--- src/hw/rtl/pnff_ram.sv ---
// Generic single-write, single-read synchronous RAM with registered read.
`timescale 1ns / 1ps

module pnff_ram #(
    parameter int WIDTH  = 8,
    parameter int DEPTH  = 2,
    parameter int ADDR_W = (DEPTH > 1) ? $clog2(DEPTH) : 1
) (
    input  logic              i_clk,
    input  logic              i_we,
    input  logic [ADDR_W-1:0] i_waddr,
    input  logic [WIDTH-1:0]  i_wdata,
    input  logic [ADDR_W-1:0] i_raddr,
    output logic [WIDTH-1:0]  o_rdata
);

    logic [WIDTH-1:0] r_mem [DEPTH];
    logic [WIDTH-1:0] r_rdata;

    always_ff @(posedge i_clk) begin
        if (i_we) begin
            r_mem[i_waddr] <= i_wdata;
        end
        r_rdata <= r_mem[i_raddr];
    end

    assign o_rdata = r_rdata;

endmodule

--- config.mk ---
export PLATFORM = sky130hd
export DESIGN_NAME = pnff_ram
export DESIGN_NICKNAME = d
export VERILOG_FILES = /design/src/hw/rtl/pnff_ram.sv
export SDC_FILE = /design/constraint.sdc
export NUM_CORES = 1
export LEC_CHECK = 0
export ABC_AREA = 1
export BUFFER_PORTS_ARGS = -buffer_cell sky130_fd_sc_hd__buf_2
export CORE_MARGIN = 1.5
export CORE_UTILIZATION = 43
export CTS_CLUSTER_SIZE = 8
export DETAILED_ROUTE_END_ITERATION = 10
export GPL_ROUTABILITY_DRIVEN = 0
export GPL_TIMING_DRIVEN = 0
export PLACE_DENSITY = 0.7
export SETUP_SLACK_MARGIN = 0.15
export SLEW_MARGIN = 15
export SYNTH_ARGS = -nofsm -noshare
export SYNTH_HDL_FRONTEND = slang
export SYNTH_SLANG_ARGS = --single-unit
export TNS_END_PERCENT = 10
--- constraint.sdc ---
create_clock -name i_clk -period 1.1 [get_ports i_clk]
set_clock_uncertainty 0.2 [all_clocks]
set_input_delay 0.11 -clock i_clk [delete_from_list [all_inputs] [get_ports i_clk]]
set_output_delay 0.11 -clock i_clk [all_outputs]
set_load 0.01 [all_outputs]
==> key figures <==
Logic synthesis
  – Synth Area in Compound Gates: 0
  – Most numerous cell in the Yosys netlist: nand2_1
  – Commonest cells post-synth: nand2_1, edfxtp_1, dfxtp_1
  – Async SR Flop Fraction: 0
  – Synth Net Count: 66
  – Main combinational cell family by area after synthesis: simple AND/OR/NAND/NOR gates
  – Top FF cell, synth: edfxtp_1
  – Top cells by area, synth: edfxtp_1, dfxtp_1, nand2_1
  – Unique masters post-synth: 7
  – Synthesized area per cell: 14.1 µm²
  – Post-synthesis adder-cell area fraction: 0
  – Post-synthesis mux area share: 0
  – Synth Register Bits: 24
  – Dominant cell type by area after synthesis: edfxtp_1
  – Simple-gate share of the synthesized area: 0.128
  – Yosys warning total: 0
  – Share of the synthesized area in the top cell type: 0.632
  – Post-synthesis xor/xnor area fraction: 0
  – EDFF count, synth: 16
  – Seq/Total Area, Yosys: 0.842
  – Cells after synthesis: 54
  – Post-Syn Area: 761 µm²

Final layout
  – NumNets Final: 97
  – Core Util, Final: 0.596
  – Layout area overhead: 32.4%
  – # diodes: 0
  – Fillers: 142
  – Layout Cells excl Fill: 101
  – Share of cells above drive strength 1: 0.298

Timing
  – Hold Slack: -0.167 ns
  – Slew @ Worst Pin: 0.429 ns
  – Fin crit share: 0.964
  – Final slew viol count: 0
  – Setup Viol. Count Final: 0
  – Unrepaired setup endpoints after global routing: yes
  – Final Hold Fails: 16
  – Slew Limit Headroom: 0.714
  – Min Tclk post-route: 1.06 ns
  – Max Clk Rate: 943 MHz

Setup path
  – Crit path DAT: 0.75 ns
  – Max incr delay on CP: 0.33 ns
  – CP Class: reg -> out
  – Crit-path slowest cell: dfxtp_1
  – Required time of the critical path: 0.79 ns
  – Largest delay share family, worst path: flip-flops
  – Critical path buffer and inverter count: 1
  – Worst setup SP type: flip-flop
  – Crit path max fanout: 1
  – Crit path cell chain: buf_2
  – Crit path capture type: primary output

Clocking
  – H-tree depth: 1
  – CTS Hold Buffers Added: 8
  – Post-CTS repair timing setup buffer count: 0
  – Reg clk slew, reported paths: 0.13 ns
  – Worst-Skew Late Latency: 0.30 ns
  – TritonCTS Buffers: 3
  – # resized after CTS: 0
  – Clock Tree Root: clkbuf_4
  – Clk sinks: 24
  – CTS tree: built
  – Clk buf depth: 2

Global routing
  – Initial antenna violation count: 0
  – Pin count of the biggest net entering global routing: 15
  – Vias in the first global route: 411
  – First-pass GRT wire length: 1740 µm
  – Overflow after GRT: 0
  – GRT Overall Usage: 0.126

Die
  – Full die area: 2030 µm²
  – Core ar.: 1690 µm²
  – Io pins: 20
  – Initial Utilization: 0.450
  – Vert. Die Dim: 45.1 µm
  – # rows: 15
  – Die width: 45.1 µm

Place
  – IO Port Bufs: 18
  – Placed insts: 89

Detailed routing
  – Vias per cell: 4.54
  – Via count: 459
  – Initial DRC Count: 15
  – DRT Wirelength: 1150 µm
  – DRC viols: 0
  – DR pass1 iterations: 4
  – DR WL/cell: 11.4 µm
  – Post-route ant nets: 0

Status
  – Failing checks: hold timing
  – Status: complete, but fails checks

Power
  – Total power: 1.80 mW
  – Pwr dens: 1780 nW/µm²
  – Worst vdd ir: 1290 µV
  – Leak: 0.449 nW

Min path
  – Hold Crit Class: in -> reg

Run
  – MaxCap Viol Count: 0
cell families after synthesis:
logic type,Yosys count
and+or+nand+nor,26
DFF,24
buffers and inverters,4
sequential cells by signal, indices dropped and copies added (netlist names):
signal	count
r_mem	16
o_rdata	8
stage by stage:
step / setup TNS (ns) / instance area, µm² / setup WS, ns / hold WS (ns)
4_1_cts: 0 / 1010 / 0.0262 / -0.174
2_1_floorplan: 0 / 763 / 0.183 / 0.00887
3_5_place_dp: -0.316 / 875 / -0.0397 / 0.103
5_1_grt: -0.00558 / 1010 / -0.00509 / -0.158
6_report: 0 / 1010 / 0.0394 / -0.167
3_3_place_gp: -0.324 / 875 / -0.0405 / 0.0994
per-layer routing:
metal,part of all wire,global-route usage,vias up
met5,0,0,-
met4,0.017,0.0529,0
met3,0.046,0.0360,2
met2,0.50,0.217,14
met1,0.43,0.146,208
li1,-,-,235
worst paths after layout:
check,start,end,slack [ns],cells past startpoint
worst min register to register,r_mem[0][4],o_rdata[4],0.24,2
worst min-delay path,i_raddr,o_rdata[6],-0.17,3
worst max register to register,r_mem[0][5],o_rdata[5],0.28,2
worst max-delay path,o_rdata[2],o_rdata[2],0.04,1
layout by cell type (no fill, tap or decap):
cell / count
edfxtp_1: 16
bufinv_16: 1
dlygate4sd3_1: 8
buf_2: 18
inv_1: 2
dfxtp_1: 8
buf_6: 1
nor2_2: 1
inv_2: 1
nand2_1: 25
clkbuf_4: 3
power by group:
group	switching, mW	internal (mW)	total, mW
clock	0.248	0.368	0.616
combinational	0.0707	0.0652	0.136
sequential	0.0145	1.03	1.05
total	0.333	1.46	1.80
final cells by class:
cell class | count | area, µm² | area share
multi-input cells | 26 | 100 | 0.0994
plain buffers | 1 | 11.3 | 0.0112
flip-flops and latches | 24 | 641 | 0.636
inverters | 3 | 11.3 | 0.0112
well taps | 17 | 21.3 | 0.0211
clock inverters | 1 | 30.0 | 0.0298
clock buffers | 3 | 22.5 | 0.0224
repair buffers | 26 | 170 | 0.169
what timing repair did:
item / in CTS / in global routing
endpoints found under the setup margin: 8 / 8
pin swaps: 0 / 0
hold endpoints to repair: 32 / 16
(Power assumes the default switching activity.)
