[config.mk]
export PLATFORM = sky130hd
export DESIGN_NAME = pnff_ctrl
export DESIGN_NICKNAME = d
export VERILOG_FILES = /design/src/hw/rtl/pnff_pkg.sv /design/src/hw/rtl/pnff_ctrl.sv
export SDC_FILE = /design/constraint.sdc
export NUM_CORES = 1
export LEC_CHECK = 0
export ABC_AREA = 0
export BUFFER_PORTS_ARGS = -buffer_cell sky130_fd_sc_hd__clkbuf_2
export CAP_MARGIN = 40
export CORE_MARGIN = 2
export CORE_UTILIZATION = 25
export DETAILED_ROUTE_END_ITERATION = 8
export GPL_ROUTABILITY_DRIVEN = 1
export PLACE_DENSITY = 0.38
export SYNTH_ARGS = -nofsm -noshare
export SYNTH_HDL_FRONTEND = slang
export SYNTH_SLANG_ARGS = --single-unit
[constraint.sdc]
create_clock -name i_clk -period 5.6 [get_ports i_clk]
set_input_delay 0.28 -clock i_clk [delete_from_list [all_inputs] [get_ports i_clk]]
set_output_delay 0.28 -clock i_clk [all_outputs]
set_load 0.01 [all_outputs]
[src/hw/rtl/pnff_pkg.sv]
// Types and constants for the packed nibble framebuffer fill unit.
`timescale 1ns / 1ps

package pnff_pkg;

    localparam int COORD_W  = 9;
    localparam int EXT_W    = COORD_W + 1;
    localparam int NIBBLE_W = 4;
    localparam int BYTE_W   = 2 * NIBBLE_W;
    localparam logic [NIBBLE_W-1:0] NIBBLE_MASK = 4'hF;

    typedef enum logic [1:0] {
        OP_WRITE = 2'd0,
        OP_READ  = 2'd1,
        OP_HBAND = 2'd2,
        OP_VBAND = 2'd3
    } t_op;

    typedef struct packed {
        t_op                 op;
        logic [COORD_W-1:0]  x_left;
        logic [COORD_W-1:0]  x_right;
        logic [COORD_W-1:0]  y_top;
        logic [COORD_W-1:0]  y_bottom;
        logic [COORD_W-1:0]  thickness;
        logic [NIBBLE_W-1:0] color;
    } t_in_word;

    typedef struct packed {
        logic [NIBBLE_W-1:0] read_color;
        logic                status;
    } t_out_word;

    typedef enum logic [2:0] {
        ST_IDLE,
        ST_PREP,
        ST_WALK,
        ST_DRAIN,
        ST_RESP
    } t_state;

    // One pixel access handed from the walker to the read-modify-write stage.
    typedef struct packed {
        logic                valid;
        logic                rd;
        logic                hi;
        logic [NIBBLE_W-1:0] color;
    } t_pix_ctl;

endpackage

[src/hw/rtl/pnff_ctrl.sv]
// Operation sequencer: clipping, row base and pixel walk over the band.
`timescale 1ns / 1ps

module pnff_ctrl import pnff_pkg::*; #(
    parameter int SCREEN_WIDTH  = 320,
    parameter int SCREEN_HEIGHT = 240,
    parameter int ADDR_W        = 17
) (
    input  logic              i_clk,
    input  logic              i_rst_n,
    input  logic              i_valid,
    output logic              o_ready,
    input  t_in_word          i_data,
    output logic [ADDR_W-1:0] o_raddr,
    output t_pix_ctl          o_pix,
    output logic              o_start,
    output logic              o_res_valid,
    output logic              o_res_status,
    input  logic              i_res_ready
);

    localparam int ROW_BYTES = (SCREEN_WIDTH + 1) / 2;
    localparam logic [ADDR_W-1:0]  ROW_STEP = ADDR_W'(ROW_BYTES);
    localparam logic [EXT_W-1:0]   X_LIM    = EXT_W'(SCREEN_WIDTH);
    localparam logic [EXT_W-1:0]   Y_LIM    = EXT_W'(SCREEN_HEIGHT);
    localparam logic [COORD_W-1:0] X_LAST   = COORD_W'(SCREEN_WIDTH - 1);
    localparam logic [COORD_W-1:0] Y_LAST   = COORD_W'(SCREEN_HEIGHT - 1);

    t_state              r_state, n_state;
    logic [COORD_W-1:0]  r_x, n_x;
    logic [COORD_W-1:0]  r_y, n_y;
    logic [COORD_W-1:0]  r_x0, n_x0;
    logic [COORD_W-1:0]  r_xe, n_xe;
    logic [COORD_W-1:0]  r_ye, n_ye;
    logic [ADDR_W-1:0]   r_row_base, n_row_base;
    logic [NIBBLE_W-1:0] r_color, n_color;
    logic                r_rd, n_rd;
    logic                r_flag, n_flag;

    logic [EXT_W-1:0] x_start, y_start, x_end, y_end;
    logic             band, empty, go;

    // Clip the requested rectangle; pixel ops are a one-pixel rectangle.
    always_comb begin
        x_start = {1'b0, i_data.x_left};
        y_start = {1'b0, i_data.y_top};
        case (i_data.op)
            OP_HBAND: begin
                x_end = {1'b0, i_data.x_right};
                y_end = y_start + {1'b0, i_data.thickness} - EXT_W'(1);
            end
            OP_VBAND: begin
                x_end = x_start + {1'b0, i_data.thickness} - EXT_W'(1);
                y_end = {1'b0, i_data.y_bottom};
            end
            default: begin
                x_end = x_start;
                y_end = y_start;
            end
        endcase
        band  = (i_data.op == OP_HBAND) || (i_data.op == OP_VBAND);
        empty = band && ((i_data.thickness == '0) || (x_end < x_start) || (y_end < y_start));
        go    = !empty && (x_start < X_LIM) && (y_start < Y_LIM);
    end

    always_comb begin
        n_state    = r_state;
        n_x        = r_x;
        n_y        = r_y;
        n_x0       = r_x0;
        n_xe       = r_xe;
        n_ye       = r_ye;
        n_row_base = r_row_base;
        n_color    = r_color;
        n_rd       = r_rd;
        n_flag     = r_flag;
        o_ready     = 1'b0;
        o_start     = 1'b0;
        o_res_valid = 1'b0;
        o_pix.valid = 1'b0;
        o_pix.rd    = r_rd;
        o_pix.hi    = !r_x[0];
        o_pix.color = r_color;
        case (r_state)
            ST_IDLE: begin
                o_ready = 1'b1;
                if (i_valid) begin
                    o_start = 1'b1;
                    n_x     = i_data.x_left;
                    n_y     = i_data.y_top;
                    n_x0    = i_data.x_left;
                    n_xe    = (x_end >= X_LIM) ? X_LAST : x_end[COORD_W-1:0];
                    n_ye    = (y_end >= Y_LIM) ? Y_LAST : y_end[COORD_W-1:0];
                    n_color = i_data.color;
                    n_rd    = (i_data.op == OP_READ);
                    n_flag  = !empty && ((x_end >= X_LIM) || (y_end >= Y_LIM));
                    n_state = go ? ST_PREP : ST_RESP;
                end
            end
            ST_PREP: begin
                n_row_base = ADDR_W'(r_y * ROW_STEP);
                n_state    = ST_WALK;
            end
            ST_WALK: begin
                o_pix.valid = 1'b1;
                if (r_x == r_xe) begin
                    n_x        = r_x0;
                    n_y        = r_y + COORD_W'(1);
                    n_row_base = r_row_base + ROW_STEP;
                    if (r_y == r_ye) begin
                        n_state = ST_DRAIN;
                    end
                end else begin
                    n_x = r_x + COORD_W'(1);
                end
            end
            ST_DRAIN: begin
                n_state = ST_RESP;
            end
            ST_RESP: begin
                o_res_valid = 1'b1;
                if (i_res_ready) begin
                    n_state = ST_IDLE;
                end
            end
            default: begin
                n_state = ST_IDLE;
            end
        endcase
    end

    always_ff @(posedge i_clk) begin
        if (!i_rst_n) begin
            r_state <= ST_IDLE;
        end else begin
            r_state <= n_state;
        end
    end

    always_ff @(posedge i_clk) begin
        r_x        <= n_x;
        r_y        <= n_y;
        r_x0       <= n_x0;
        r_xe       <= n_xe;
        r_ye       <= n_ye;
        r_row_base <= n_row_base;
        r_color    <= n_color;
        r_rd       <= n_rd;
        r_flag     <= n_flag;
    end

    assign o_raddr      = r_row_base + ADDR_W'(r_x[COORD_W-1:1]);
    assign o_res_status = r_flag;

endmodule

==> out/summary.txt, run 1 <==
status - finished, final reports clean
Cell Area, Placed - 6553 µm²
Fill cells - 2450
first-pass GRT wire length - 24830 µm
max-slew violations - 0
Worst Skew - 0.007714 ns
Required @ worst endpoint - 5.67 ns
PostCTS Resize Cnt - 0
gr usage total - 0.1320
maximum clock path buffer count - 2
aggregate routed wire length - 15670 µm
nets@finish - 854
clk sinks - 66
initial antenna violation count - 0
largest net degree at the start of global routing - 46
GPL Wtd Cong - 0.8418
HP Class - in -> reg
asr flop ratio synth - 0
die height - 156.7 µm
final worst path period share - 0.6774
post-synth net total - 777
fin area - 6855 µm²
ANT cells - 0
Ys Warns - 0
post-synthesis to final-layout area growth - 17.68%
TritonCTS clock tree - yes
clk_lat worst skew - 0.34 ns
Most used DFF post-synth - edfxtp_1
sequential area share after synthesis - 0.3351
setup bufs post-CTS - 0
CTS Hold Bufs - 0
CTS root buffer - clkbuf_16
core box area - 22780 µm²
Worst setup SP type - input pin
DRT Pass-1 Iters - 4
DRT iter0 DRCs - 275
FF+latch area - 1952 µm²
Final Non-Filler Cells - 1043
Die X - 156.7 µm
final routed DRC violation total - 0
most frequent cells in the layout - clkbuf_2 (82), inv_1 (78), ha_1 (70), edfxtp_1 (63), nand2_1 (59)
multi-input logic area - 3472 µm²
Tightest Pin Transition - 0.8070 ns
Netlist Area Pre-Place - 5826 µm²
commonest non-fill, non-tap cell in the layout - clkbuf_2
vias in the first global route - 4585
routed len/inst - 15.02 µm
port buffer count - 82
critical path class - in -> reg
# placed instances - 1027
CP Capture Type - flip-flop
final setup fails - 0
Vias per Instance - 4.428
highest clock rate - 263.6 MHz
Starting Density - 0.2558
final global-route overflow total - 0
DP HPWL - 12530 µm
die area - 24540 µm²
Reg clk slew, reported paths - 0.06 ns
Fin Hold WS - 0.1162 ns
Avg Inst Size Synth - 8.990 µm²
Sum Neg Setup Slack - 0 ns
worst-path fanout max - 4
Max-slew headroom - 0.4620
htree depth - 3
TritonCTS buffer count - 9
power per cell area - 254.1 nW/µm²
IO Count - 83
Distinct cells, synth - 67
via count - 4618
standard-cell rows - 55
overall power - 1742 µW
RSZ-0062 raised after global routing - no
Final Hold Viols - 0
Routed Antenna Nets - 0
gate count of the mapped netlist - 648
share of cells above drive strength 1 - 0.1616
Worst VDD drop - 152.2 µV
EDFF count, synth - 63
max-cap check violation count - 0
fin crit period - 3.793 ns
LEAKAGE - 0.002994 µW
Crit path arrival time - 3.86 ns
synthesis-stage register bit count - 66
-- registers in the layout (all words and copies together), names as in the netlist --
signal        count
o_res_status      1
r_row_base       12
r_xe              9
r_x               9
r_color           4
r_state           3
r_x0              9
r_y               9
r_ye              9
r_rd              1
-- cell families (layout without fill, tap and decap cells) --
group | after synthesis | count (layout) | synth area share
muxes | 7 | 7 | 0.01203
and+or+nand+nor | 195 | 195 | 0.1643
adders and majority gates | 74 | 74 | 0.1641
DFF | 66 | 66 | 0.3351
AOI/OAI and AO/OA | 142 | 142 | 0.1587
xor gates and xnor gates | 64 | 64 | 0.09622
buffers and inverters | 99 | 181 | 0.06894
other | 1 | 1 | 0.0006437
-- cell type report --
type / instances / share of cell area
Multi-Input combinational cell: 483 / 0.5065
Sequential cell: 66 / 0.2847
Timing Repair Buffer: 86 / 0.06425
Tap cell: 313 / 0.05713
Inverter: 79 / 0.04326
Clock buffer: 9 / 0.03285
Clock inverter: 7 / 0.01132
-- power by group --
part           switching [µW]  total, µW  internal [µW]
Combinational             295        518            223
Clock                     232        580            348
Sequential               38.2        644            606
Total                     565       1740           1180
-- per-stage QoR --
step	setup WS (ns)	util
floorplan	1.930	-
global placement	1.549	0.2877
detailed placement	1.447	0.2877
CTS	1.804	0.3010
global route	1.528	0.3010
finish	1.807	0.3010
-- Yosys cell counts, drive strengths merged, types with 7 or more instances --
| cell | instances | area, µm² |
|---|---|---|
| nor2b | 13 | 81.33 |
| a21o | 10 | 75.07 |
| nand2 | 59 | 221.5 |
| ha | 70 | 875.8 |
| nand3 | 17 | 85.08 |
| nand2b | 13 | 81.33 |
| xnor2 | 34 | 297.8 |
| mux2i | 7 | 70.07 |
| nand4 | 10 | 62.56 |
| clkbuf | 9 | 33.78 |
| inv | 78 | 292.8 |
| xor2 | 30 | 262.8 |
| nor2 | 46 | 172.7 |
| o21ai | 46 | 230.2 |
| buf | 11 | 71.31 |
| a21oi | 39 | 195.2 |
| edfxtp | 63 | 1892 |
-- routing by layer --
metal  up-vias  part of all wire  GRT usage  routed length (µm)
met5         -                 0          0                   0
met4         0             0.011    0.03408                 176
met3         9             0.031    0.02271                 493
met2        78              0.44     0.2075                6949
met1      2107              0.51     0.1872                8047
li1       2424                 -          -                   -
-- worst max-delay path, cell delays in order --
cell	delay, ns
clkbuf_2	0.13
inv_1	0.08
ha_1	0.27
inv_1	0.04
ha_1	0.23
fa_1	0.41
a21oi_1	0.20
o22ai_1	0.13
nor2_1	0.14
xnor2_1	0.08
a221o_1	0.37
ha_1	0.31
a211o_1	0.27
a21oi_1	0.10
o21ai_0	0.11
o221a_2	0.24
o31ai_1	0.27
nor2_1	0.09
a21boi_1	0.14
-- worst paths after layout --
check / endpoint / slack [ns] / cells past startpoint / start
setup reg to reg: r_row_base[16] / 2.77 / 10 / r_y[1]
hold reg to reg: r_state[1] / 0.52 / 1 / r_state[2]
hold / removal: r_color[1] / 0.12 / 1 / i_data[1]
setup / recovery: o_res_status / 1.81 / 19 / i_data[41]
No activity file was read; power rests on OpenSTA's default activity.
==> run 2, diff against run 1 <==
clock period = 3.6 ns   (was 5.6 ns; I/O delays follow)
==> run 2 against run 1 <==
Clock-buffer cell count is the same. Sequential power rose by 55%. Setup slack got worse by 1.6 ns. Via count is 4.6% higher. Total power increased by 65%. Final area rose by 6.2%. Flip-flop and latch count did not move. First-iteration DRC count down 19%. Sequential share of layout area fell by 1.7 points. Critical path depth unchanged. Combinational power up 74%. Critical path type unchanged. Largest cell class unchanged.
==> out/summary.txt, run 2 (synthesis results as in run 1) <==
status - finished, final reports clean
first-pass GRT wire length - 25780 µm (+3.8%)
Worst Skew - 0.007021 ns (-0.0006930 ns)
htree depth - 3 (unchanged)
ANT cells - 0 (unchanged)
Place WS - -0.3689 ns (-1.816 ns)
nets@finish - 903 (+5.7%)
final setup fails - 0 (unchanged)
Worst VDD drop - 183.2 µV (+20%)
RSZ-0062 raised after global routing - no
Vias per Instance - 4.424 (about the same)
max-slew violations - 0 (unchanged)
vias in the first global route - 4919 (+7.3%)
standard-cell rows - 55 (unchanged)
port buffer count - 82 (unchanged)
routed len/inst - 14.74 µm (-1.8%)
Worst R2R Setup Slack - 0.81 ns (-1.96 ns)
Required @ worst endpoint - 3.66 ns (-2.01 ns)
share of cells above drive strength 1 - 0.2234 (+0.06172)
final global-route overflow total - 0 (unchanged)
P_sw - 897.2 µW (+59%)
highest clock rate - 294.6 MHz
commonest non-fill, non-tap cell in the layout - clkbuf_2
LEAKAGE - 0.003241 µW (+8.3%)
fin area - 7281 µm² (+6.2%)
worst-path fanout max - 2 (-2)
maximum clock path buffer count - 2 (unchanged)
register with the most flip-flops - r_row_base
final worst path period share - 0.9430
CP Capture Type - flip-flop
die area - 24540 µm² (unchanged)
DRT iter0 DRCs - 222 (-19%)
combinational share of power - 0.314 (+0.016)
slack of the critical path - 0.2053 ns (-1.601 ns)
clk sinks - 66 (unchanged)
power per cell area - 394.2 nW/µm² (+55%)
HP Class - in -> reg
TritonCTS clock tree - yes
Die X - 156.7 µm (unchanged)
DRT Pass-1 Iters - 4 (unchanged)
Fin Hold WS - 0.01839 ns (-0.09779 ns)
Routed Antenna Nets - 0 (unchanged)
gr usage total - 0.1356 (+0.003526)
sw frac - 0.3126 (-0.01172)
CTS Hold Bufs - 0 (unchanged)
IO Count - 83 (unchanged)
final routed DRC violation total - 0 (unchanged)
GPL Wtd Cong - 0.8563 (+1.7%)
Tightest Pin Transition - 0.6817 ns (-0.1253 ns)
Flop pwr share - 0.348 (-0.022)
Cell Area, Placed - 6905 µm² (+5.4%)
Clk pwr share - 0.338 (+0.005)
Max-slew headroom - 0.5446 (+0.08263)
critical path class - in -> reg
Crit path arrival time - 3.46 ns (-0.40 ns)
DP HPWL - 13200 µm (+5.3%)
Reg clk slew, reported paths - 0.06 ns (about the same)
post-synthesis to final-layout area growth - 24.98%
most frequent cells in the layout - clkbuf_2 (82), inv_1 (78), ha_1 (68), edfxtp_1 (63), nand2_1 (59)
CTS root buffer - clkbuf_16
largest net degree at the start of global routing - 37 (-20%)
max-cap check violation count - 0 (unchanged)
via count - 4831 (+4.6%)
Starting Density - 0.2558 (unchanged)
Final Hold Viols - 0 (unchanged)
initial antenna violation count - 0 (unchanged)
core box area - 22780 µm² (unchanged)
clk_lat worst skew - 0.33 ns (about the same)
die height - 156.7 µm (unchanged)
Sum Neg Setup Slack - 0 ns (unchanged)
cell-internal power - 1973 µW (+68%)
max reg flops - 12 (unchanged)
fin crit period - 3.395 ns
Fill cells - 2413 (-1.5%)
Worst setup SP type - input pin
overall power - 2870 µW (+65%)
TritonCTS buffer count - 9 (unchanged)
aggregate routed wire length - 16100 µm (+2.8%)
run 2: through the flow:
stage,cells,util
2_1_floorplan,648,-
6_report,1092,0.3196
5_1_grt,1092,0.3196
4_1_cts,1090,0.3177
3_3_place_gp,1074,0.3032
3_5_place_dp,1074,0.3032
run 2: final cells by class:
type                       instances  area (µm²)  share of cell area
multi-input combinational        483        3506              0.4815
sequential                        66        1952              0.2681
timing repair buffer             135       808.3              0.1110
tap                              313       391.6             0.05379
inverter                          79       296.5             0.04073
clock buffer                       9       225.2             0.03093
clock inverter                     7       101.3             0.01392
run 2: worst paths after layout:
| kind | end | cells after the start | start |
|---|---|---|---|
| setup / recovery | o_res_status | 19 | i_data[41] |
| hold / removal | r_color[1] | 1 | i_data[1] |
| setup reg to reg | r_row_base[16] | 10 | r_y[1] |
| hold reg to reg | r_state[1] | 1 | r_state[2] |
run 2: critical path, cell delays in order:
cell	delay [ns]
clkbuf_2	0.10
inv_1	0.07
ha_1	0.27
inv_1	0.04
ha_2	0.19
fa_2	0.38
a21oi_2	0.18
o22ai_1	0.11
nor2_1	0.14
xnor2_1	0.08
a221o_1	0.36
ha_4	0.24
a211o_1	0.25
a21oi_1	0.11
o21ai_0	0.09
o221a_2	0.24
o31ai_2	0.21
nor2_1	0.08
a21boi_1	0.13
run 2: power by group through the flow:
stage | sequential (µW) | clock (µW) | combinational (µW)
2_1_floorplan | 1000 | 0 | 596
3_3_place_gp | 1020 | 0 | 884
3_5_place_dp | 1020 | 0 | 896
4_1_cts | 1000 | 998 | 904
5_1_grt | 1010 | 1030 | 1030
6_report | 1000 | 969 | 901
run 2: timing repair:
| item | 4_1_cts | 5_1_grt |
|---|---|---|
| endpoints found under the setup margin | 1 | 3 |
| pin swaps | 0 | 4 |
| buffers inserted | 0 | 2 |
| gates resized for setup | 1 | 6 |
run 2: routing by layer:
layer	GRT usage	wire, µm
met5	0	0
met4	0.04325	260
met3	0.01385	413
met2	0.2201	7346
met1	0.1890	8078
==> run 3, diff against run 2 <==
CELL_PAD_IN_SITES_DETAIL_PLACEMENT = 0   (was unset)
CELL_PAD_IN_SITES_GLOBAL_PLACEMENT = 1   (was unset)
PLACE_DENSITY = 0.48   (was 0.38)
==> run 3 against run 2 <==
Wire length is 1.2% lower. Final area is 0.38% lower. Hold slack better by 0.0098 ns.
==> out/summary.txt, run 3 (synthesis results as in run 1) <==
multi-input logic area - 3526 µm² (+0.57%)
Slowest cell on crit path - fa_2
Sum Neg Setup Slack - 0 ns (unchanged)
largest net degree at the start of global routing - 32 (-14%)
final routed DRC violation total - 0 (unchanged)
Die X - 156.7 µm (unchanged)
Required @ worst endpoint - 3.66 ns (about the same)
GPL Wtd Cong - 0.8043 (-6.1%)
worst path bufs/invs - 3 (unchanged)
Starting Density - 0.2558 (unchanged)
HP Class - in -> reg
routed len/inst - 14.55 µm (-1.3%)
first-pass GRT wire length - 25570 µm (-0.80%)
overall power - 2693 µW (-6.2%)
Final Hold Viols - 0 (unchanged)
Crit path depth - 19 (unchanged)
ANT cells - 0 (unchanged)
htree depth - 3 (unchanged)
commonest non-fill, non-tap cell in the layout - clkbuf_2
power per cell area - 371.3 nW/µm² (-5.8%)
CTS Hold Bufs - 0 (unchanged)
Vias per Instance - 4.451 (+0.61%)
gr usage total - 0.1346 (-0.001005)
DRT iter0 DRCs - 132 (-41%)
worst-path fanout max - 2 (unchanged)
highest clock rate - 297.2 MHz (+0.89%)
vias in the first global route - 4885 (-0.69%)
clk sinks - 66 (unchanged)
max reg flops - 12 (unchanged)
Tightest Pin Transition - 0.7236 ns (+0.04196 ns)
CP Capture Type - flip-flop
max-cap check violation count - 0 (unchanged)
worst hold path cell count - 1 (unchanged)
Max-slew headroom - 0.5099 (-0.03466)
Routed Antenna Nets - 0 (unchanged)
final global-route overflow total - 0 (unchanged)
Fill cells - 2448 (+1.5%)
port buffer count - 82 (unchanged)
Reg clk slew, reported paths - 0.06 ns (about the same)
CP peak stage delay - 0.38 ns (about the same)
final setup fails - 0 (unchanged)
CTS root buffer - clkbuf_16
Worst Skew - 0.009068 ns (+0.002047 ns)
clk_lat worst skew - 0.33 ns (about the same)
Fin Hold WS - 0.02823 ns (+0.009844 ns)
initial antenna violation count - 0 (unchanged)
core box area - 22780 µm² (unchanged)
most frequent cells in the layout - clkbuf_2 (82), inv_1 (78), ha_1 (69), edfxtp_1 (63), nand2_1 (59)
CP cell instances - clkbuf_2 > inv_1 > ha_1 > inv_1 > ha_1 > fa_2 > a21oi_2 > o22ai_2 > nor2_2 > xnor2_1 > a221o_1 > ha_4 > a211o_1 > a21oi_1 > o21ai_1 > o221a_2 > o31ai_4 > nor2_1 > a21boi_1
share of cells above drive strength 1 - 0.2244 (+0.0009957)
status - finished, final reports clean
maximum clock path buffer count - 2 (unchanged)
final worst path period share - 0.9346 (-0.008359)
nets@finish - 904 (+0.11%)
via count - 4865 (+0.70%)
register with the most flip-flops - r_row_base
post-synthesis to final-layout area growth - 24.51%
TritonCTS buffer count - 9 (unchanged)
TritonCTS clock tree - yes
aggregate routed wire length - 15910 µm (-1.2%)
LEAKAGE - 0.003231 µW (-0.31%)
fin crit period - 3.365 ns (-0.03009 ns)
IO Count - 83 (unchanged)
Worst VDD drop - 194.3 µV (+6.1%)
die height - 156.7 µm (unchanged)
Crit path arrival time - 3.43 ns (-0.03 ns)
critical path class - in -> reg
utilization after layout - 0.3184 (-0.001208)
DP HPWL - 13310 µm (+0.80%)
CP delay by family, top - compound AO/OA/AOI/OAI gates
DRT Pass-1 Iters - 4 (unchanged)
Worst setup SP type - input pin
die area - 24540 µm² (unchanged)
Reg2Reg Depth - 10 (unchanged)
standard-cell rows - 55 (unchanged)
FF+latch area - 1952 µm² (unchanged)
max-slew violations - 0 (unchanged)
-- run 3: cell types whose count changed in the layout (fill, tap and decap cells not counted), sizes merged --
cell	change
bufinv	-2
buf	+1
inv	-2
clkinv	+4
-- run 3: through the flow --
step	setup WS (ns)	std cells	cell area, µm²
after global routing	-0.008271	1093	7253
after detailed placement	-0.3811	1075	6913
after CTS	0.05297	1091	7189
after global placement	-0.2832	1075	6913
final	0.2354	1093	7253
after floorplan	0.03036	648	5826
-- run 3: final timing paths --
check | startpoint | endpoint | slack (ns)
setup / recovery | i_data[5] | o_res_status | 0.24
hold / removal | i_data[2] | r_color[2] | 0.03
setup reg to reg | r_y[1] | r_row_base[16] | 0.82
hold reg to reg | r_state[2] | r_state[1] | 0.50
-- run 3: power breakdown --
group	switching [µW]	internal [µW]	leakage [µW]	total, µW
sequential	59.1	942	0.000614	1000
combinational	481	422	0.00249	903
clock	326	463	0.000129	789
-- run 3: layout make-up --
class / count / area share
multi-input cells: 483 / 0.4861
flip-flops and latches: 66 / 0.2691
repair buffers: 136 / 0.1125
well taps: 313 / 0.05399
inverters: 79 / 0.04088
clock buffers: 9 / 0.03105
clock inverters: 7 / 0.006383
-- run 3: what timing repair did --
item | 4_1_cts | 5_1_grt
pin swaps | 0 | 4
endpoints found under the setup margin | 1 | 3
endpoints found under the hold margin | 0 | 0
buffers inserted | 0 | 2
gates resized for setup | 1 | 10
-- run 3: metal layers --
metal | part of all wire | GRT usage | vias up
li1 | - | - | 2520
met1 | 0.49 | 0.1843 | 2246
met2 | 0.46 | 0.2196 | 85
met3 | 0.027 | 0.01606 | 14
met4 | 0.017 | 0.04543 | 0
met5 | 0 | 0 | -
