## src/hw/rtl/pnff_pkg.sv

```systemverilog
// Types and constants for the packed nibble framebuffer fill unit.
`timescale 1ns / 1ps

package pnff_pkg;

    localparam int COORD_W  = 9;
    localparam int EXT_W    = COORD_W + 1;
    localparam int NIBBLE_W = 4;
    localparam int BYTE_W   = 2 * NIBBLE_W;
    localparam logic [NIBBLE_W-1:0] NIBBLE_MASK = 4'hF;

    typedef enum logic [1:0] {
        OP_WRITE = 2'd0,
        OP_READ  = 2'd1,
        OP_HBAND = 2'd2,
        OP_VBAND = 2'd3
    } t_op;

    typedef struct packed {
        t_op                 op;
        logic [COORD_W-1:0]  x_left;
        logic [COORD_W-1:0]  x_right;
        logic [COORD_W-1:0]  y_top;
        logic [COORD_W-1:0]  y_bottom;
        logic [COORD_W-1:0]  thickness;
        logic [NIBBLE_W-1:0] color;
    } t_in_word;

    typedef struct packed {
        logic [NIBBLE_W-1:0] read_color;
        logic                status;
    } t_out_word;

    typedef enum logic [2:0] {
        ST_IDLE,
        ST_PREP,
        ST_WALK,
        ST_DRAIN,
        ST_RESP
    } t_state;

    // One pixel access handed from the walker to the read-modify-write stage.
    typedef struct packed {
        logic                valid;
        logic                rd;
        logic                hi;
        logic [NIBBLE_W-1:0] color;
    } t_pix_ctl;

endpackage

```

## src/hw/rtl/pnff_rmw.sv

```systemverilog
// Read-modify-write stage on the frame store byte, with write forwarding.
`timescale 1ns / 1ps

module pnff_rmw import pnff_pkg::*; #(
    parameter int ADDR_W = 17
) (
    input  logic                i_clk,
    input  logic                i_rst_n,
    input  logic                i_clear,
    input  t_pix_ctl            i_pix,
    input  logic [ADDR_W-1:0]   i_addr,
    input  logic [BYTE_W-1:0]   i_rd_data,
    output logic                o_we,
    output logic [ADDR_W-1:0]   o_waddr,
    output logic [BYTE_W-1:0]   o_wdata,
    output logic [NIBBLE_W-1:0] o_read_color
);

    t_pix_ctl            r_pix;
    logic [ADDR_W-1:0]   r_addr;
    logic                r_fw_valid;
    logic [ADDR_W-1:0]   r_fw_addr;
    logic [BYTE_W-1:0]   r_fw_data;
    logic [NIBBLE_W-1:0] r_rc, n_rc;
    logic [BYTE_W-1:0]   cur_byte;

    // A write issued in the same cycle as this byte's read is not in the RAM data.
    assign cur_byte = (r_fw_valid && (r_fw_addr == r_addr)) ? r_fw_data : i_rd_data;

    assign o_we    = r_pix.valid && !r_pix.rd;
    assign o_waddr = r_addr;
    assign o_wdata = r_pix.hi ? {r_pix.color, cur_byte[NIBBLE_W-1:0]}
                              : {cur_byte[BYTE_W-1:NIBBLE_W], r_pix.color};

    always_comb begin
        n_rc = r_rc;
        if (i_clear) begin
            n_rc = '0;
        end else if (r_pix.valid && r_pix.rd) begin
            n_rc = NIBBLE_W'(cur_byte >> (r_pix.hi ? NIBBLE_W : 0)) & NIBBLE_MASK;
        end
    end

    // Only the valid bits are reset; the data fields follow them unconditionally.
    always_ff @(posedge i_clk) begin
        if (!i_rst_n) begin
            r_pix.valid <= 1'b0;
            r_fw_valid  <= 1'b0;
        end else begin
            r_pix.valid <= i_pix.valid;
            r_fw_valid  <= o_we;
        end
        r_pix.rd    <= i_pix.rd;
        r_pix.hi    <= i_pix.hi;
        r_pix.color <= i_pix.color;
    end

    always_ff @(posedge i_clk) begin
        r_addr      <= i_addr;
        r_fw_addr   <= o_waddr;
        r_fw_data   <= o_wdata;
        r_rc        <= n_rc;
    end

    assign o_read_color = r_rc;

endmodule

```

## config.mk

```make
export PLATFORM = sky130hd
export DESIGN_NAME = pnff_rmw
export DESIGN_NICKNAME = d
export VERILOG_FILES = /design/src/hw/rtl/pnff_pkg.sv /design/src/hw/rtl/pnff_rmw.sv
export SDC_FILE = /design/constraint.sdc
export NUM_CORES = 1
export LEC_CHECK = 0
export ABC_CLOCK_PERIOD_IN_PS = 2200
export BUFFER_PORTS_ARGS = -buffer_cell sky130_fd_sc_hd__buf_2
export CELL_PAD_IN_SITES_DETAIL_PLACEMENT = 1
export CELL_PAD_IN_SITES_GLOBAL_PLACEMENT = 2
export CORE_MARGIN = 2
export CORE_UTILIZATION = 32
export CTS_BUF_LIST = sky130_fd_sc_hd__clkbuf_8 sky130_fd_sc_hd__clkbuf_16
export DETAILED_ROUTE_END_ITERATION = 10
export PLACE_DENSITY = 0.85
export SKIP_CTS_REPAIR_TIMING = 1
export SYNTH_ARGS = -nofsm -noshare
export SYNTH_HDL_FRONTEND = slang
export SYNTH_SLANG_ARGS = --single-unit
export TNS_END_PERCENT = 50
```

## constraint.sdc

```tcl
create_clock -name i_clk -period 2.2 [get_ports i_clk]
set_input_delay 0.11 -clock i_clk [delete_from_list [all_inputs] [get_ports i_clk]]
set_output_delay 0.11 -clock i_clk [all_outputs]
set_load 0.1 [all_outputs]
```

==> results of run 1 <==
-- cell families after synthesis --
family,Yosys count,synth area share [%]
simple gates,56,18.32
flops,54,57.75
xor+xnor,17,7.954
compound gates,16,6.952
buf+inv,10,4.746
mux,8,4.278
-- final cells by class --
cell class,instances,area [um2],share of cell area [%]
Clock buffer,5,68.82,2.488
Sequential cell,54,1102,39.85
Timing Repair Buffer,90,696.9,25.19
Multi-Input combinational cell,97,794.5,28.72
Tap cell,72,90.09,3.256
Clock inverter,2,13.76,0.4975
-- power by group --
part           total (mW)  switching [mW]  internal, mW
registers            1.07          0.0343          1.04
logic               0.519           0.346         0.172
clock network       0.523           0.303         0.220
total                2.11           0.683          1.43
-- routing by layer --
layer	wire (um)	global-route usage (%)	up-vias
li1	-	-	740
met4	29	3.559	0
met2	2301	22.25	45
met5	0	0	-
met1	1840	15.51	689
met3	341	5.393	4
-- metrics by stage --
step / util [%] / cells / setup TNS, ns / power, mW
2_1_floorplan: - / 161 / -0.1599 / 1.451
3_3_place_gp: 43.95 / 290 / 0 / 1.577
6_report: 49.63 / 320 / 0 / 2.115
3_5_place_dp: 43.95 / 290 / 0 / 1.583
4_1_cts: 45.43 / 297 / 0 / 2.109
5_1_grt: 49.63 / 320 / 0 / 2.210
-- state kept, by name (all words and copies together), names as in the netlist --
register,flops
r_fw_data,8
o_read_color,4
r_fw_valid,1
r_pix,7
o_waddr,17
r_fw_addr,17
-- worst max-delay path by stage --
| stage | endpoint | slack (ns) | cells past startpoint |
|---|---|---|---|
| 4_1_cts | o_wdata[0] | 0.14 | 7 |
| 2_1_floorplan | r_fw_data[2]$_DFF_P_ | -0.16 | 6 |
| 3_3_place_gp | o_wdata[6] | 0.50 | 7 |
| 3_5_place_dp | o_wdata[3] | 0.50 | 7 |
| 6_report | o_wdata[3] | 0.22 | 7 |
| 5_1_grt | o_wdata[0] | 0.04 | 7 |
-- critical path: stages, from the launching register on --
cell and delay, ns:
sky130_fd_sc_hd__dfxtp_2 0.34, sky130_fd_sc_hd__xnor2_1 0.16, sky130_fd_sc_hd__nand4_1 0.17, sky130_fd_sc_hd__nor3_4 0.19
sky130_fd_sc_hd__buf_6 0.21, sky130_fd_sc_hd__nand4_1 0.16, sky130_fd_sc_hd__nand3_4 0.14, sky130_fd_sc_hd__buf_12 0.18
-- synth_stat cells --
| cell | instances | area (um2) |
|---|---|---|
| sky130_fd_sc_hd__a22oi_1 | 4 | 30.03 |
| sky130_fd_sc_hd__a311oi_1 | 4 | 35.03 |
| sky130_fd_sc_hd__a31oi_1 | 4 | 25.02 |
| sky130_fd_sc_hd__and2_1 | 3 | 18.77 |
| sky130_fd_sc_hd__buf_2 | 2 | 10.01 |
| sky130_fd_sc_hd__buf_6 | 4 | 45.04 |
| sky130_fd_sc_hd__bufbuf_8 | 1 | 18.77 |
| sky130_fd_sc_hd__clkbuf_1 | 2 | 7.510 |
| sky130_fd_sc_hd__clkbuf_4 | 1 | 7.510 |
| sky130_fd_sc_hd__dfxtp_1 | 54 | 1081 |
| sky130_fd_sc_hd__mux2i_1 | 8 | 80.08 |
| sky130_fd_sc_hd__nand2_1 | 5 | 18.77 |
| sky130_fd_sc_hd__nand2b_1 | 4 | 25.02 |
| sky130_fd_sc_hd__nand3_1 | 8 | 40.04 |
| sky130_fd_sc_hd__nand3b_1 | 4 | 30.03 |
| sky130_fd_sc_hd__nand4_1 | 12 | 75.07 |
| sky130_fd_sc_hd__nand4b_1 | 4 | 35.03 |
| sky130_fd_sc_hd__nor2_1 | 5 | 18.77 |
| sky130_fd_sc_hd__nor2b_1 | 9 | 56.30 |
| sky130_fd_sc_hd__nor3_4 | 1 | 16.27 |
| sky130_fd_sc_hd__o211a_1 | 4 | 40.04 |
| sky130_fd_sc_hd__or2_4 | 1 | 8.760 |
| sky130_fd_sc_hd__xnor2_1 | 17 | 148.9 |
==> reports/qor_table.md, run 1 <==
| Metric | This run |
|---|---|
| Number of setup violations in the final report | 0 |
| CTS tree | built |
| Syn Area/Cell | 11.63 um2 |
| Total GRT Usage | 13.22% |
| Final cycle utilization of the critical path | 89.97% |
| Critical path endpoint category | output pin |
| Post-synthesis cell type count | 23 |
| Non-Filler Cell Area, Final | 0.002766 mm2 |
| Final Hold Violating Endpoints | 0 |
| Gate count after technology mapping | 161 |
| Number of fill cells | 610 |
| Leakage power figure | 1.187 nW |
| Number of I/O port buffers | 64 |
| Total overflow reported by the global router | 0 |
| Initial antenna violation count | 0 |
| Run status | finished clean |
| Min setup slack post-route | 0.2207 ns |
| Type of the tightest min-delay check | in2reg |
| Actual slew at the worst max-slew pin | 0.5386 ns |
| Via count of the first global-routing pass | 1428 |
| Setup skew after layout | 0.007985 ns |
| Clock root cell | sky130_fd_sc_hd__clkbuf_8 |
| Fin nets | 283 |
| Most frequent cells in the layout | sky130_fd_sc_hd__buf_2, sky130_fd_sc_hd__dfxtp_1, sky130_fd_sc_hd__dlygate4sd3_1 |
| Setup repair after global routing missed its margin | no |
| Max Slew Vio Count | 0 |
| Kind of launch point of the worst setup path | flop |
| First-pass DRT Iterations | 5 |
| Starting DRT DRC Count | 47 |
| Register area share after synthesis | 57.75% |
| Required time of the worst setup path | 2.09 ns |
| Number of cells traversed by the worst hold path | 2 |
| Avg WL per Cell | 14.10 um |
| Peak supply drop | 466.8 uV |
| DP Area | 0.002450 mm2 |
| Number of buffers created by CTS | 5 |
| Number of remaining DRC errors | 0 |
| Placement-stage worst setup slack | 0.4959 ns |
| Number of nets produced by synthesis | 196 |
| First-pass GRT wire length | 6.644 mm |
| Wire length after detailed routing | 4.512 mm |
| Clock sink count | 54 |
| Count of warnings emitted by yosys | 0 |
| Remaining antenna violation count after routing | 0 |
| Worst setup path class | reg2out |
| Clock transition at path regs | 0.09 ns |
| MaxCap Viol Count | 0 |
| Power density cells | 764.4 mW/mm2 |
| Most common cell after layout, fill and taps aside | sky130_fd_sc_hd__buf_2 |
| Flip-flop and latch count after synthesis | 54 |
| R2R cell count | 5 |
| Relative slew slack | 64.09% |
| Top-Level Pins | 65 |
| Min-delay src | i_pix[6] |
| Die Height | 80.48 um |
| Total die area | 0.006477 mm2 |
| Largest fanout on the critical path | 24 |
| Origin of the worst setup path | o_waddr[4]$_DFF_P_ |
| Worst-case clock buffer depth | 2 |
| Die width | 80.48 um |
| Area Overhead vs Synth | 47.79% |
| Cell row count | 27 |
| FF-to-FF Start | o_waddr[10]$_DFF_P_ |
| Time the final worst path needs with I/O delays and setup | 1.979 ns |
| Vias after detailed routing | 1478 |
| Cell area after synthesis | 0.001872 mm2 |
| Weighted congestion reported at the end of routability-driven placement | 0.7188 |
| Core Box Area | 0.005574 mm2 |
| Effective utilization at floorplan | 33.58% |
| Share of cells above drive strength 1 | 40.73% |
| Slack of the worst reg-to-reg path | 0.70 ns |
| Deepest level of the CTS H-tree | 2 |
| Largest net degree at the start of global routing | 37 |
| Arrival @ worst endpoint | 1.87 ns |
| Number of antenna diodes | 0 |
| Worst hold slack after final layout | 0.007092 ns |
| Critical register-to-register path endpoint | o_read_color[3]$_SDFFE_PP0P_ |
| Latest clock arrival within the worst-skew pair | 0.30 ns |
| Highest clock frequency the design can meet | 505.2 MHz |
| Drt via density | 4.619 |
| Hold path endpoint | r_pix[6]$_SDFF_PN0_ |
| Detailed Place HPWL | 3.000 mm |
Power figures use the tool's default switching activity.
==> run 2: changes to the inputs <==
--- a/config.mk
+++ b/config.mk
@@ -5,15 +5,15 @@
 export SDC_FILE = /design/constraint.sdc
 export NUM_CORES = 1
 export LEC_CHECK = 0
-export ABC_CLOCK_PERIOD_IN_PS = 2200
+export ABC_CLOCK_PERIOD_IN_PS = 2000
 export BUFFER_PORTS_ARGS = -buffer_cell sky130_fd_sc_hd__buf_2
 export CELL_PAD_IN_SITES_DETAIL_PLACEMENT = 1
 export CELL_PAD_IN_SITES_GLOBAL_PLACEMENT = 2
 export CORE_MARGIN = 2
-export CORE_UTILIZATION = 32
+export CORE_UTILIZATION = 30
 export CTS_BUF_LIST = sky130_fd_sc_hd__clkbuf_8 sky130_fd_sc_hd__clkbuf_16
 export DETAILED_ROUTE_END_ITERATION = 10
-export PLACE_DENSITY = 0.85
+export PLACE_DENSITY = 0.8
 export SKIP_CTS_REPAIR_TIMING = 1
 export SYNTH_ARGS = -nofsm -noshare
 export SYNTH_HDL_FRONTEND = slang
==> constraint.sdc (replaced) <==
create_clock -name i_clk -period 2 [get_ports i_clk]
set_input_delay 0.1 -clock i_clk [delete_from_list [all_inputs] [get_ports i_clk]]
set_output_delay 0.1 -clock i_clk [all_outputs]
set_load 0.1 [all_outputs]
==> run 2 against run 1 <==
- the flow now finishes with violations (negative setup slack)
- cell count is 2.8% higher
- sequential share of layout area is 1.9 points lower
- worst setup slack worse by 0.29 ns
- register-to-register slack worse by 0.33 ns
- hold slack better by 0.094 ns
- sequential power is 9% higher
- combinational power is 16% higher
- clock skew is 0.0018 ns higher
- sequential cell count stayed put
- wire length is 6.0% higher
==> reports/qor_table.md, run 2 (synthesis results as in run 1) <==
| Metric | This run | vs previous |
|---|---|---|
| Highest clock frequency the design can meet | 484.0 MHz |  |
| Largest fanout on the critical path | 6 | -75% |
| CP most frequent cell | sky130_fd_sc_hd__nand4_1 |  |
| Peak supply drop | 365.4 uV | -22% |
| Weighted congestion reported at the end of routability-driven placement | 0.6615 | -8.0% |
| Clock sink count | 54 | unchanged |
| Run status | complete, but fails checks |  |
| Total GRT Usage | 12.27% | -0.96 points |
| Type of the tightest min-delay check | in2reg |  |
| Max Slew Vio Count | 0 | unchanged |
| Starting DRT DRC Count | 54 | +15% |
| Actual slew at the worst max-slew pin | 0.5131 ns | -0.02553 ns |
| Vias after detailed routing | 1550 | +4.9% |
| Wire length after detailed routing | 4.784 mm | +6.0% |
| Top-Level Pins | 65 | unchanged |
| Number of I/O port buffers | 64 | unchanged |
| Number of setup violations in the final report | 8 | +8 |
| Number of fill cells | 647 | +6.1% |
| Max stage delay on crit path | 0.36 ns | +0.02 ns |
| Critical path endpoint category | output pin |  |
| Worst Path Buf+Inv | 2 | unchanged |
| Die Height | 82.99 um | +3.1% |
| Gate family responsible for the most delay along the worst path | simple AND/OR/NAND/NOR gates |  |
| Latest clock arrival within the worst-skew pair | 0.31 ns | about the same |
| Relative slew slack | 65.79% | +1.7 points |
| Fin nets | 288 | +1.8% |
| Total die area | 0.006887 mm2 | +6.3% |
| Kind of launch point of the worst setup path | flop |  |
| Initial antenna violation count | 0 | unchanged |
| MaxCap Viol Count | 0 | unchanged |
| Cell at the slowest stage of the critical path | sky130_fd_sc_hd__dfxtp_4 |  |
| Core Box Area | 0.005991 mm2 | +7.5% |
| Most frequent cells in the layout | sky130_fd_sc_hd__buf_2, sky130_fd_sc_hd__dfxtp_1, sky130_fd_sc_hd__dlygate4sd3_1 |  |
| Total negative slack for setup checks | -0.3730 ns | -0.3730 ns |
| Violations in the final reports | negative setup slack |  |
| Placement-stage worst setup slack | 0.2887 ns | -0.2072 ns |
| Most common cell after layout, fill and taps aside | sky130_fd_sc_hd__buf_2 |  |
| Min setup slack post-route | -0.06609 ns | -0.2868 ns |
| Deepest level of the CTS H-tree | 2 | unchanged |
| Required time of the worst setup path | 1.90 ns | -0.19 ns |
| Remaining antenna violation count after routing | 0 | unchanged |
| Die width | 82.99 um | +3.1% |
| Number of remaining DRC errors | 0 | unchanged |
| Share of cells above drive strength 1 | 48.43% | +7.7 points |
| Final Hold Violating Endpoints | 0 | unchanged |
| Total overflow reported by the global router | 0 | unchanged |
| Power density cells | 804.2 mW/mm2 | +5.2% |
| Time the final worst path needs with I/O delays and setup | 2.066 ns |  |
| Arrival @ worst endpoint | 1.97 ns | +0.10 ns |
| Detailed Place HPWL | 3.104 mm | +3.5% |
| Setup skew after layout | 0.009808 ns | +0.001823 ns |
| Worst-case clock buffer depth | 2 | unchanged |
| Clock transition at path regs | 0.11 ns | +0.02 ns |
| Cell row count | 28 | +3.7% |
| Setup repair after global routing missed its margin | yes |  |
| Cells along the critical path | xnor2_1, nand4_1, nor3_4, buf_6, nand4_1, nand3_4, buf_12 |  |
| Largest net degree at the start of global routing | 37 | unchanged |
| Avg WL per Cell | 14.54 um | +3.1% |
| Leakage power figure | 1.279 nW | +7.8% |
| Via count of the first global-routing pass | 1476 | +3.4% |
| First-pass GRT wire length | 6.851 mm | +3.1% |
| Clock root cell | sky130_fd_sc_hd__clkbuf_8 |  |
| Number of buffers created by CTS | 5 | unchanged |
| Effective utilization at floorplan | 31.24% | -2.3 points |
| First-pass DRT Iterations | 4 | -1 |
| Number of antenna diodes | 0 | unchanged |
| Drt via density | 4.711 | +2.0% |
| Worst setup path class | reg2out |  |
| CTS tree | built |  |
| Final cycle utilization of the critical path | 103.3% |  |
| Area Overhead vs Synth | 61.56% |  |
| Worst hold slack after final layout | 0.1013 ns | +0.09424 ns |
-- run 2: changes by cell type in the layout (fill, tap and decap cells not counted), sizes merged --
cell / before / now
clkinv: 1 / 0
clkbuf: 5 / 6
dlygate4sd3: 23 / 25
clkinvlp: 0 / 1
buf: 67 / 70
-- run 2: report_power, final --
part	total [mW]	switching, mW	leakage (nW)	internal (mW)
combinational	0.600	0.389	0.771	0.211
sequential	1.17	0.0437	0.460	1.13
clock	0.659	0.374	0.0478	0.286
total	2.43	0.806	1.28	1.63
-- run 2: final timing paths --
path	startpoint	to	slack, ns	cells past startpoint
setup / recovery	o_waddr[9]$_DFF_P_	o_wdata[0]	-0.07	7
hold / removal	i_rd_data[1]	r_fw_data[1]$_DFF_P_	0.10	3
hold reg to reg	o_waddr[7]$_DFF_P_	r_fw_addr[7]$_DFF_P_	0.38	0
setup reg to reg	o_waddr[9]$_DFF_P_	o_read_color[3]$_SDFFE_PP0P_	0.37	7
-- run 2: worst min-delay path, stage by stage --
cell	delay, ns
sky130_fd_sc_hd__buf_2	0.11
sky130_fd_sc_hd__a31oi_2	0.11
sky130_fd_sc_hd__nand3_4	0.07
-- run 2: layout make-up --
type | instances | area [um2] | area share, %
timing repair buffer | 95 | 759.5 | 25.11
multi-input combinational | 97 | 925.9 | 30.62
sequential | 54 | 1146 | 37.90
tap | 75 | 93.84 | 3.103
clock buffer | 6 | 82.58 | 2.731
clock inverter | 2 | 16.27 | 0.5379
-- run 2: metal layers --
layer	global-route usage (%)	vias up	part of all wire [%]	wire, um
li1	-	760	-	-
met1	14.93	740	41	1945
met2	19.72	43	53	2516
met3	4.672	7	5.5	265
met4	4.471	0	1.2	57
met5	0	-	0	0
-- run 2: per-stage QoR --
| stage | total power [mW] | instance area, um2 | utilization (%) | cells |
|---|---|---|---|---|
| floorplan | 1.588 | 2066 | - | 161 |
| global placement | 1.732 | 2554 | 42.63 | 294 |
| detailed placement | 1.739 | 2554 | 42.63 | 294 |
| CTS | 2.401 | 2653 | 44.28 | 302 |
| global route | 2.537 | 3024 | 50.48 | 329 |
| finish | 2.432 | 3024 | 50.48 | 329 |
==> run 3: changes to the inputs <==
--- a/config.mk
+++ b/config.mk
@@ -5,16 +5,18 @@
 export SDC_FILE = /design/constraint.sdc
 export NUM_CORES = 1
 export LEC_CHECK = 0
+export ABC_AREA = 1
 export ABC_CLOCK_PERIOD_IN_PS = 2000
 export BUFFER_PORTS_ARGS = -buffer_cell sky130_fd_sc_hd__buf_2
 export CELL_PAD_IN_SITES_DETAIL_PLACEMENT = 1
 export CELL_PAD_IN_SITES_GLOBAL_PLACEMENT = 2
 export CORE_MARGIN = 2
-export CORE_UTILIZATION = 30
+export CORE_UTILIZATION = 27
 export CTS_BUF_LIST = sky130_fd_sc_hd__clkbuf_8 sky130_fd_sc_hd__clkbuf_16
 export DETAILED_ROUTE_END_ITERATION = 10
-export PLACE_DENSITY = 0.8
+export PLACE_DENSITY = 0.79
 export SKIP_CTS_REPAIR_TIMING = 1
+export SKIP_LAST_GASP = 1
 export SYNTH_ARGS = -nofsm -noshare
 export SYNTH_HDL_FRONTEND = slang
 export SYNTH_SLANG_ARGS = --single-unit
==> run 3 against run 2 <==
- the flow now finishes without violations
- global-route usage shrank 0.084 points
- via count up 2.1%
- power is 3.0% lower
- count of clock-buffer cells in the layout fell by 1
==> reports/qor_table.md, run 3 <==
| Metric | This run | vs previous |
|---|---|---|
| Largest fanout on the critical path | 5 | -1 |
| Number of buffers created by CTS | 5 | unchanged |
| Max Slew Vio Count | 0 | unchanged |
| Number of cells traversed by the worst hold path | 2 | -1 |
| Cell-internal power | 1.565 mW | -3.8% |
| Routed met1 length | 1.921 mm | -1.2% |
| Cell row count | 29 | +3.6% |
| Gate count after technology mapping | 189 | +17% |
| Setup skew after layout | 0.01057 ns | +0.0007623 ns |
| Total stage count of the critical path | 9 | +2 |
| Time the final worst path needs with I/O delays and setup | 1.963 ns | -0.1029 ns |
| Worst Path Buf+Inv | 2 | unchanged |
| Min setup slack post-route | 0.03677 ns | +0.1029 ns |
| Critical path endpoint category | output pin |  |
| Max stage delay on crit path | 0.37 ns | about the same |
| Post-synthesis cell type count | 21 | -8.7% |
| Share of cells above drive strength 1 | 47.77% | -0.66 points |
| Number of antenna diodes | 0 | unchanged |
| Primary flip-flop cell chosen by synthesis mapping | sky130_fd_sc_hd__dfxtp_1 |  |
| Total overflow reported by the global router | 0 | unchanged |
| Number of enable flip-flop cells after synthesis | 0 | unchanged |
| Leakage power figure | 1.350 nW | +5.5% |
| Gate family responsible for the most delay along the worst path | simple AND/OR/NAND/NOR gates |  |
| Total die area | 0.007172 mm2 | +4.1% |
| Number of remaining DRC errors | 0 | unchanged |
| Worst hold slack after final layout | 0.06311 ns | -0.03822 ns |
| Final cycle utilization of the critical path | 98.16% | -5.1 points |
| Clock sink count | 54 | unchanged |
| DR WL met2 | 2.432 mm | -3.3% |
| Power density cells | 805.1 mW/mm2 | +0.11% |
| Non-Filler Instances | 368 | +12% |
| DP Area | 0.002477 mm2 | -3.0% |
| Die width | 84.69 um | +2.0% |
| Drt via density | 4.302 | -8.7% |
| Run status | finished clean |  |
| Wire length after detailed routing | 4.661 mm | -2.6% |
| Core Box Area | 0.006314 mm2 | +5.4% |
| Kind of launch point of the worst setup path | flop |  |
| Arrival @ worst endpoint | 1.86 ns | -0.11 ns |
| Required time of the worst setup path | 1.90 ns | about the same |
| Register area share after synthesis | 61.49% | +3.7 points |
| CTS tree | built |  |
| Syn Area/Cell | 9.301 um2 | -20% |
| Clock power frac | 26.7% | -0.4 points |
| Flip-flop and latch count after synthesis | 54 | unchanged |
| Detailed Place HPWL | 3.153 mm | +1.6% |
| Cell with the most instances after synthesis | sky130_fd_sc_hd__dfxtp_1 |  |
| Non-Filler Cell Area, Final | 0.002929 mm2 | -3.1% |
| Sw Pwr | 0.7936 mW | -1.6% |
| Worst-case clock buffer depth | 2 | unchanged |
| Top cells by area in the synthesized netlist | sky130_fd_sc_hd__dfxtp_1, sky130_fd_sc_hd__nand2_1, sky130_fd_sc_hd__inv_1, sky130_fd_sc_hd__nand3_1, sky130_fd_sc_hd__a31oi_1 |  |
| Total GRT Usage | 12.18% | -0.084 points |
| Number of nets produced by synthesis | 224 | +14% |
| Most frequent cells in the layout | sky130_fd_sc_hd__buf_2, sky130_fd_sc_hd__nand2_1, sky130_fd_sc_hd__dfxtp_1 |  |
| Highest clock frequency the design can meet | 509.4 MHz | +5.2% |
| Setup repair after global routing missed its margin | yes |  |
| Type of the tightest min-delay check | in2reg |  |
| Effective utilization at floorplan | 27.84% | -3.4 points |
| Cell area after synthesis | 0.001758 mm2 | -6.1% |
| R2R cell count | 11 | +4 |
| Vias after detailed routing | 1583 | +2.1% |
| Cells along the critical path | inv_2, nand2_2, o21ai_1, nor2_2, nand2_4, nor2_8, nand4_1, a31oi_4, buf_12 |  |
| Switching share of power | 33.65% | +0.51 points |
| Met3 layer wire length in the routed design | 272 um | +2.6% |
| MaxCap Viol Count | 0 | unchanged |
| Weighted congestion reported at the end of routability-driven placement | 0.7791 | +18% |
| Final Hold Violating Endpoints | 0 | unchanged |
| Number of setup violations in the final report | 0 | -8 |
| Total negative slack for setup checks | 0 ns | +0.3730 ns |
| Peak supply drop | 414.1 uV | +13% |
| Placement-stage worst setup slack | 0.3239 ns | +0.03517 ns |
| Cell at the slowest stage of the critical path | sky130_fd_sc_hd__dfxtp_4 |  |
| Remaining antenna violation count after routing | 0 | unchanged |
| Highest routed layer | met4 |  |
| Sequential Power Share | 49.3% | +1.1 points |
| Clock root cell | sky130_fd_sc_hd__clkbuf_8 |  |
| Count of warnings emitted by yosys | 0 | unchanged |
| Deepest level of the CTS H-tree | 2 | unchanged |
| Latest clock arrival within the worst-skew pair | 0.30 ns | about the same |
| First-pass DRT Iterations | 4 | unchanged |
| Relative slew slack | 59.79% | -6.0 points |
| Via count of the first global-routing pass | 1544 | +4.6% |
| Number of I/O port buffers | 64 | unchanged |
| Worst setup path class | reg2out |  |
| Die Height | 84.69 um | +2.0% |
| Top-area cell type share of the netlist area | 61.49% | +3.7 points |
| Most area-hungry cell type in the Yosys netlist | sky130_fd_sc_hd__dfxtp_1 |  |
| First-pass GRT wire length | 6.996 mm | +2.1% |
| Initial antenna violation count | 0 | unchanged |
| Top-Level Pins | 65 | unchanged |
| Proportion of power drawn by combinational gates | 24.0% | -0.7 points |
| Tot Pwr | 2.358 mW | -3.0% |
| Clock transition at path regs | 0.11 ns | about the same |
| Actual slew at the worst max-slew pin | 0.6025 ns | +0.08946 ns |
| Fin nets | 325 | +13% |
| Area Overhead vs Synth | 66.62% |  |
| Avg WL per Cell | 12.67 um | -13% |
| Fraction of registers with async set or reset after synthesis | 0% | unchanged |
| Final core occ | 46.39% | -4.1 points |
| Placed insts | 329 | +12% |
| Largest net degree at the start of global routing | 20 | -46% |
| Starting DRT DRC Count | 19 | -65% |
| Top cells by instance count after synthesis | sky130_fd_sc_hd__dfxtp_1, sky130_fd_sc_hd__nand2_1, sky130_fd_sc_hd__inv_1 |  |
| Most common cell after layout, fill and taps aside | sky130_fd_sc_hd__buf_2 |  |
==> run 3: changes by cell type after synthesis, moves of 5 or more <==
cell and change:
sky130_fd_sc_hd__nor2b_1 -9, sky130_fd_sc_hd__nor2_1 +6, sky130_fd_sc_hd__inv_2 +5, sky130_fd_sc_hd__inv_1 +19, sky130_fd_sc_hd__nand2_1 +39, sky130_fd_sc_hd__xnor2_1 -13
sky130_fd_sc_hd__mux2i_1 -8
==> run 3: area by class of cell <==
type / count / area (um2)
Fill cell: 748 / 3385
Sequential cell: 54 / 1150
Multi-Input combinational cell: 112 / 772.0
Timing Repair Buffer: 93 / 723.2
Tap cell: 77 / 96.34
Inverter: 24 / 90.09
Clock buffer: 5 / 68.82
Clock inverter: 3 / 28.78
==> run 3: path summary, 6_finish.rpt <==
| kind | startpoint | endpoint | slack (ns) |
|---|---|---|---|
| worst min-delay path | i_rst_n | r_fw_valid$_SDFF_PN0_ | 0.06 |
| worst max-delay path | o_waddr[15]$_DFF_P_ | o_wdata[3] | 0.04 |
| worst max register to register | o_waddr[15]$_DFF_P_ | o_read_color[1]$_SDFFE_PP0P_ | 0.34 |
| worst min register to register | o_waddr[8]$_DFF_P_ | r_fw_addr[8]$_DFF_P_ | 0.39 |
==> run 3: cell families after synthesis <==
kind of cell / Yosys count / synth area share (%)
xor gates and xnor gates: 4 / 1.993
DFF: 54 / 61.49
AOI/OAI and AO/OA: 18 / 6.050
buffers and inverters: 26 / 5.623
and+or+nand+nor: 87 / 24.84
==> run 3: power groups by stage <==
| stage | clock (mW) | sequential [mW] | combinational (mW) |
|---|---|---|---|
| 2_1_floorplan | 0 | 1.34 | 0.218 |
| 3_3_place_gp | 0 | 1.18 | 0.504 |
| 3_5_place_dp | 0 | 1.19 | 0.508 |
| 4_1_cts | 0.677 | 1.16 | 0.509 |
| 5_1_grt | 0.711 | 1.17 | 0.595 |
| 6_report | 0.629 | 1.16 | 0.565 |
==> run 3: worst register-to-register path: stages, from the launching register on <==
cell	delay (ns)
sky130_fd_sc_hd__dfxtp_4	0.37
sky130_fd_sc_hd__inv_2	0.04
sky130_fd_sc_hd__nand2_2	0.04
sky130_fd_sc_hd__o21ai_1	0.07
sky130_fd_sc_hd__nor2_2	0.15
sky130_fd_sc_hd__nand2_4	0.10
sky130_fd_sc_hd__nor2_8	0.16
sky130_fd_sc_hd__nand4_1	0.20
sky130_fd_sc_hd__buf_4	0.19
sky130_fd_sc_hd__nand3_1	0.07
sky130_fd_sc_hd__nand3_1	0.09
sky130_fd_sc_hd__a21oi_1	0.13
==> run 3: metal layers <==
layer	global-route usage, %	vias to the layer above
met5	0	-
met4	3.463	0
met3	4.720	2
met2	19.90	41
met1	14.96	731
li1	-	809
